===== config.mk =====
export PLATFORM = sky130hd
export DESIGN_NAME = rgb_to_hls_convert_core
export DESIGN_NICKNAME = d
export VERILOG_FILES = /design/src/rtl/rthc_pkg.sv /design/src/rtl/rgb_to_hls_convert_core.sv /design/src/rtl/rthc_div_cell.sv
export SDC_FILE = /design/constraint.sdc
export NUM_CORES = 2
export LEC_CHECK = 0
export BUFFER_PORTS_ARGS = -buffer_cell sky130_fd_sc_hd__buf_2
export CORE_UTILIZATION = 60
export CTS_BUF_LIST = sky130_fd_sc_hd__clkbuf_8
export DETAILED_ROUTE_END_ITERATION = 7
export GPL_ROUTABILITY_DRIVEN = 0
export PLACE_DENSITY = 0.85
export SKIP_CTS_REPAIR_TIMING = 1
export SYNTH_ARGS = -nofsm -noshare
export SYNTH_HDL_FRONTEND = slang
export SYNTH_HIERARCHICAL = 1
export SYNTH_SLANG_ARGS = --single-unit

===== constraint.sdc =====
create_clock -name aclk -period 90.3 [get_ports aclk]
set_clock_uncertainty 0.05 [all_clocks]
set_input_delay 9.03 -clock aclk [delete_from_list [all_inputs] [get_ports aclk]]
set_output_delay 9.03 -clock aclk [all_outputs]
set_load 0.02 [all_outputs]

===== src/rtl/rthc_pkg.sv =====
// Package for the RGB to HLS converter: widths, constants and the per-stage
// pipeline record shared by the divider cells and the top level.
// No dependencies.
package rthc_pkg;

    localparam int unsigned CHAN_W  = 8;
    localparam int unsigned PIXEL_W = 3 * CHAN_W;
    // Numerators reach 255*6*255 for hue; divisors reach 6*255.
    localparam int unsigned NUM_W   = 19;
    localparam int unsigned DEN_W   = 11;
    localparam int unsigned QUO_W   = 8;

    // Hue sector, picked by the channel that holds the maximum.
    typedef enum logic [1:0] {
        SECT_RED   = 2'd0,
        SECT_GREEN = 2'd1,
        SECT_BLUE  = 2'd2
    } sector_t;

    // One long division in flight: remainder, divisor and quotient bits so far.
    typedef struct packed {
        logic [DEN_W:0]     rem;
        logic [NUM_W-1:0]   num;
        logic [DEN_W-1:0]   den;
        logic [QUO_W-1:0]   quo;
    } div_lane_t;

    // Everything a cell hands to its neighbour each time the chain advances.
    typedef struct packed {
        logic               valid;
        logic [CHAN_W-1:0]  lightness;
        div_lane_t          hue;
        div_lane_t          sat;
    } cell_data_t;

endpackage


===== src/rtl/rgb_to_hls_convert_core.sv =====
// RGB to hue/lightness/saturation converter, one pixel per clock unless stalled.
// A pixel passes two front stages (channel sort, then the 255x numerators), then
// a chain of 19 restoring-division cells, one quotient bit per cell. The whole
// chain stalls together when m_axis_tvalid is high and m_axis_tready is low.
// Depends on rthc_pkg and rthc_div_cell.
module rgb_to_hls_convert_core (
    input  logic        aclk,
    input  logic        aresetn,
    input  logic        s_axis_tvalid,
    output logic        s_axis_tready,
    input  logic [23:0] s_axis_tdata,   // pixel_rgb[23:0]
    output logic        m_axis_tvalid,
    input  logic        m_axis_tready,
    output logic [23:0] m_axis_tdata    // hue[7:0], lightness[15:8], saturation[23:16]
);

    localparam int unsigned NCELL = rthc_pkg::NUM_W;

    logic advance;
    assign advance       = !m_axis_tvalid || m_axis_tready;
    assign s_axis_tready = advance;

    // Stage A: sort channels.
    logic [7:0] r, g, b, hi, lo;
    rthc_pkg::sector_t sect;
    logic [8:0] hue_d;
    assign r = s_axis_tdata[7:0];
    assign g = s_axis_tdata[15:8];
    assign b = s_axis_tdata[23:16];

    always_comb begin
        hi = (r > g) ? r : g;
        hi = (hi > b) ? hi : b;
        lo = (r < g) ? r : g;
        lo = (lo < b) ? lo : b;
        // channel difference kept as a 9-bit signed value
        priority if (b == hi) begin
            sect = rthc_pkg::SECT_BLUE; hue_d = {1'b0, r} - {1'b0, g};
        end else if (g == hi) begin
            sect = rthc_pkg::SECT_GREEN; hue_d = {1'b0, b} - {1'b0, r};
        end else begin
            sect = rthc_pkg::SECT_RED; hue_d = {1'b0, g} - {1'b0, b};
        end
    end

    logic       a_valid_reg;
    logic [7:0] a_diff_reg;
    logic [8:0] a_hued_reg;
    logic [8:0] a_sum_reg;
    rthc_pkg::sector_t a_sect_reg;
    logic       a_gt_reg;

    always_ff @(posedge aclk) begin
        if (!aresetn) begin
            a_valid_reg <= 1'b0;
        end else if (advance) begin
            a_valid_reg <= s_axis_tvalid;
        end
        if (advance) begin
            a_diff_reg <= hi - lo;
            a_sum_reg  <= {1'b0, hi} + {1'b0, lo};
            a_sect_reg <= sect;
            a_hued_reg <= hue_d;
            // red sector with green above blue keeps green - blue without the 6x wrap
            a_gt_reg   <= (hi == r) && (g > b) && (b != hi) && (g != hi);
        end
    end

    // Stage B: numerators and divisors.
    rthc_pkg::cell_data_t b_next, b_reg;
    logic [10:0] hnum;
    logic [10:0] span;
    logic [10:0] hued_x;
    logic [8:0]  sden;

    always_comb begin
        span   = 11'(a_diff_reg) * 11'd6;
        hued_x = {{2{a_hued_reg[8]}}, a_hued_reg};
        unique case (a_sect_reg)
            rthc_pkg::SECT_BLUE:  hnum = 11'(a_diff_reg) * 11'd4 + hued_x;
            rthc_pkg::SECT_GREEN: hnum = 11'(a_diff_reg) * 11'd2 + hued_x;
            default:              hnum = a_gt_reg ? hued_x : span + hued_x;
        endcase
        sden = (a_sum_reg <= 9'd255) ? a_sum_reg : 9'(10'd510 - 10'(a_sum_reg));
        b_next.valid     = a_valid_reg;
        b_next.lightness = a_sum_reg[8:1];
        b_next.hue.rem   = '0;
        b_next.hue.quo   = '0;
        b_next.sat.rem   = '0;
        b_next.sat.quo   = '0;
        if (a_diff_reg == 8'd0) begin
            // grey: force zero quotients with a zero numerator
            b_next.hue.num = '0;
            b_next.hue.den = 11'd1;
            b_next.sat.num = '0;
            b_next.sat.den = 11'd1;
        end else begin
            b_next.hue.num = 19'(hnum) * 19'd255;
            b_next.hue.den = span;
            b_next.sat.num = 19'(a_diff_reg) * 19'd255;
            b_next.sat.den = 11'(sden);
        end
    end

    always_ff @(posedge aclk) begin
        if (!aresetn) begin
            b_reg.valid <= 1'b0;
        end else if (advance) begin
            b_reg.valid <= b_next.valid;
        end
        if (advance) begin
            b_reg.lightness <= b_next.lightness;
            b_reg.hue       <= b_next.hue;
            b_reg.sat       <= b_next.sat;
        end
    end

    rthc_pkg::cell_data_t chain [NCELL+1];
    assign chain[0] = b_reg;

    for (genvar i = 0; i < NCELL; i++) begin : g_cell
        rthc_div_cell u_cell (
            .aclk     (aclk),
            .aresetn  (aresetn),
            .advance  (advance),
            .in_data  (chain[i]),
            .out_data (chain[i+1])
        );
    end

    assign m_axis_tvalid = chain[NCELL].valid;
    assign m_axis_tdata  = {chain[NCELL].sat.quo, chain[NCELL].lightness,
                            chain[NCELL].hue.quo};

endmodule


===== src/rtl/rthc_div_cell.sv =====
// One restoring-division step applied to the hue and saturation lanes.
// Uses rthc_pkg for the lane record.
module rthc_div_cell (
    input  logic                 aclk,
    input  logic                 aresetn,
    input  logic                 advance,
    input  rthc_pkg::cell_data_t in_data,
    output rthc_pkg::cell_data_t out_data
);

    rthc_pkg::cell_data_t data_reg;
    rthc_pkg::cell_data_t data_next;

    function automatic rthc_pkg::div_lane_t div_step(input rthc_pkg::div_lane_t lane);
        rthc_pkg::div_lane_t r;
        logic [rthc_pkg::DEN_W+1:0] trial;
        logic [rthc_pkg::DEN_W+1:0] sub;
        r     = lane;
        trial = {lane.rem, lane.num[rthc_pkg::NUM_W-1]};
        sub   = trial - {2'b00, lane.den};
        r.num = {lane.num[rthc_pkg::NUM_W-2:0], 1'b0};
        if (trial >= {2'b00, lane.den}) begin
            r.rem = sub[rthc_pkg::DEN_W:0];
            r.quo = {lane.quo[rthc_pkg::QUO_W-2:0], 1'b1};
        end else begin
            r.rem = trial[rthc_pkg::DEN_W:0];
            r.quo = {lane.quo[rthc_pkg::QUO_W-2:0], 1'b0};
        end
        return r;
    endfunction

    always_comb begin
        data_next     = in_data;
        data_next.hue = div_step(in_data.hue);
        data_next.sat = div_step(in_data.sat);
    end

    always_ff @(posedge aclk) begin
        if (!aresetn) begin
            data_reg.valid <= 1'b0;
        end else if (advance) begin
            data_reg.valid <= data_next.valid;
        end
        if (advance) begin
            data_reg.lightness <= data_next.lightness;
            data_reg.hue       <= data_next.hue;
            data_reg.sat       <= data_next.sat;
        end
    end

    assign out_data = data_reg;

endmodule

# ---- After elaboration in Yosys (flattened, before gate mapping)
# Cells that the tools add are included.
dict set report classes {
  addsub 45
  mul 3
  magnitude_cmp 44
  eq_ne 7
  muxes 63
  reduce_logical 6
}
# cell n
set ops {}
lappend ops {{>= comparator 13 x 11 -> 1 bit} 36}
lappend ops {{2-to-1 mux 12 bit} 34}
lappend ops {{subtractor 12 x 11 -> 12 bit} 34}
lappend ops {{2-to-1 mux 8 bit} 4}
lappend ops {{2-to-1 mux 9 bit} 3}
lappend ops {{subtractor 8 x 8 -> 9 bit} 3}
lappend ops {{equality test 8 bit} 3}
lappend ops {{greater-than comparator 8 bit} 3}
lappend ops {{subtractor 1 x 11 -> 12 bit} 2}
lappend ops {{>= comparator 1 x 11 -> 1 bit} 2}
lappend ops {{one-hot mux 11 bit (2 select lines)} 1}
lappend ops {{2-to-1 mux 1 bit} 20}
lappend ops {{multiplier 11 x 8 -> 19 bit (second input constant)} 1}
lappend ops {{< comparator 8 bit} 2}
lappend ops {{multiplier 8 x 8 -> 16 bit (second input constant)} 1}
lappend ops {{!= test 8 bit} 2}
lappend ops {{adder 10 x 11 -> 11 bit} 1}
lappend ops {{adder 10 x 9 -> 11 bit} 1}
lappend ops {{adder 11 bit} 1}
lappend ops {{2-to-1 mux 11 bit} 1}
lappend ops {{multiplier 8 x 2 -> 10 bit (second input constant)} 1}
lappend ops {{adder 8 x 8 -> 9 bit} 1}
lappend ops {{<= comparator 9 x 8 -> 1 bit (second input constant)} 1}
lappend ops {{subtractor 9 bit (first input constant)} 1}
lappend ops {{7 further kinds} 9}
dict set report totals {
  register_bits 1512
  in_bits 28
  output_inout_bits 26
}

# ---- Logic depth before layout (Yosys ltp)
dict set report depth {
  ltp_word 8
  ltp_mapped 31
}

# ---- Hierarchy
# Netlist, hierarchy kept.
# module instances cells_each area_per_inst_um2
set by_module_without_submodules {}
lappend by_module_without_submodules {{rthc_div_cell (g_cell[0].u_cell ...)} 18 311 4672.0}
lappend by_module_without_submodules {rgb_to_hls_convert_core 1 1209 11431.0}
lappend by_module_without_submodules {{rthc_div_cell (g_cell[11].u_cell)} 1 326 4700.8}

# ---- Worst setup path after synthesis
# OpenSTA, ideal clock, no wires.
dict set report synth_path {
  path_kind {input to output}
  from {input m_axis_tready}
  to {output s_axis_tready}
  arrival_ns 59.807
  required_time_ns 81.220
  setup_slack_ns 21.413
  path_stages 1
  cell_sequence {nand2b_1}
}
dict set report synth_via {
  elab_chain_len 1
}
# item line_no
set synth_rtl {}
lappend synth_rtl {{start, declared} rgb_to_hls_convert_core.sv:13} ;# input logic m_axis_tready,
lappend synth_rtl {{logical OR 1 bit} rgb_to_hls_convert_core.sv:20} ;# assign advance = !m_axis_tvalid || m_axis_tready;
lappend synth_rtl {{end, declared} rgb_to_hls_convert_core.sv:10} ;# output logic s_axis_tready,
# Every way passes these cells.

# ---- Final worst setup path
# Same ends and word-level chain as after synthesis.

==> results.cfg <==
[clock_tree]
cts_tree = built
cts_buffer_depth = 3
cts_buffers = 230
numClockSinks = 1504
clk_latency_ns = 0.92
clk_pin_slew_worst_paths_ns = 0.06
ctsHtreeMaxLevel = 4
cts_root_buffer = clkbuf_8

[timing]
rsz0062_at_grt = no
tns_ns = 0
slew_headroom_pct = 25.4
period_needed_ns = 19.15
hold_viol = 0
drv_slew = 0
setup_viol = 0
tightest_slew_ns = 1.11
max_freq_mhz = 52.2
final.period_utilization_pct = 21.2

[synthesis]
synth_cells = 6342
syn_area_per_cell_um2 = 12.7
syn_area_um2 = 80500
yosysWarningCount = 6

[floorplanning]
core-area_um2 = 132000
io_pins = 54
fp-row-count = 133
die-area_um2 = 136000
die_w_um = 368
initial_core_util_pct = 60.8
die_y_um = 368

[status]
outcome = complete, no violations

[final_layout]
layout-drive-gt1-share_pct = 11.2
stdcell_count = 8567
syn2layout_area_growth_pct = 8.39
n_fill_cell = 9025
multi_input_area_um2 = 32500
fin_util_pct = 65.9
seqCellArea_um2 = 45000
largest_register_ffs = 1413
nets = 7353

[critical_path]
cp.required_ns = 81.22
worstPathArrival_ns = 10.07
path_class = input pin to output port
r2r_start = a_diff_reg[0]$_DFFE_PP_
worstSetupStartpoint = m_axis_tready
critPathLaunchType = input pin
crit_path_end_kind = output port
rrSetupSlack_ns = 81.64
cp_max_fo = 37

[worst_hold_path]
hp-class = register to register
min_from = g_cell[11].u_cell/out_data[82]$_DFFE_PP_

[route]
firstDrtPassIters = 8
wirelength_um = 147000
remaining_drc_errors = 0
vias_per_cell = 5.81
vias = 49744
wl_per_cell_um = 17.1
final_antenna_net_count = 0
drt_iter0_markers = 3508

[grt]
overflow = 0
grt_pass1_wl_um = 241000
grt_pass1_vias = 50855
grt_start_max_net_pins = 185
track_usage_pct = 21.6
antenna_found_initial = 1

[place]
dp_hpwl_um = 106000
placedCellCount = 8144
io_buffers = 53

[flow_run]
cap_violations = 0
layout make-up:
class                           instances  share of cell area [%]
Multi-Input combinational cell       4056                    37.2
Timing Repair Buffer                   72                   0.496
Clock inverter                        178                    1.10
Tap cell                             1755                    2.52
Inverter                              757                    3.26
Sequential cell                      1504                    51.5
Clock buffer                          243                    3.84
Antenna cell                            2                 0.00574
cells in the final DEF, fill, tap and decap left out, drive strengths merged, types with 83 or more instances in the layout:
master	count
ha	592
clkbuf	243
nor2	418
nand4	85
nor2b	145
nand2	241
nand3	91
inv	841
nor3	115
o21ai	266
a21oi	387
a21o	83
fa	112
o21a	100
xnor2	177
xor2	127
edfxtp	1483
mux2	225
mux2i	98
critical path, cell delays in order:
cell and delay (ns):
buf_2 0.08, nand2b_4 0.52, buf_2 0.37
metrics by stage:
stage	area, um2	setup slack [ns]	hold slack, ns
5_1_grt	87200	71.13	0.323
3_5_place_dp	82900	71.16	0.355
6_report	87200	71.15	0.321
4_1_cts	87200	71.16	0.320
3_3_place_gp	82900	71.16	0.350
2_1_floorplan	80700	36.12	0.350
per-layer routing:
metal  share of wire [%]  global-route usage (%)  vias up
met2                  53                    40.2     1524
met1                  38                    23.6    23799
li1                    -                       -    23972
met3                 4.3                    3.44      449
met4                 4.7                    10.9        0
met5                   0                       0        -
path summary, 6_finish.rpt:
check                                                                 to  cells past startpoint
worst max-delay path                                       s_axis_tready                      3
worst min-delay path            g_cell[12].u_cell/out_data[83]$_DFFE_PP_                      0
worst max register to register                   b_reg[87]$_SDFFCE_PP0P_                     30
worst min register to register  g_cell[12].u_cell/out_data[83]$_DFFE_PP_                      0
Power is not shown: default switching activity piles up to over one toggle a cycle in this logic, so the estimate is an artifact.
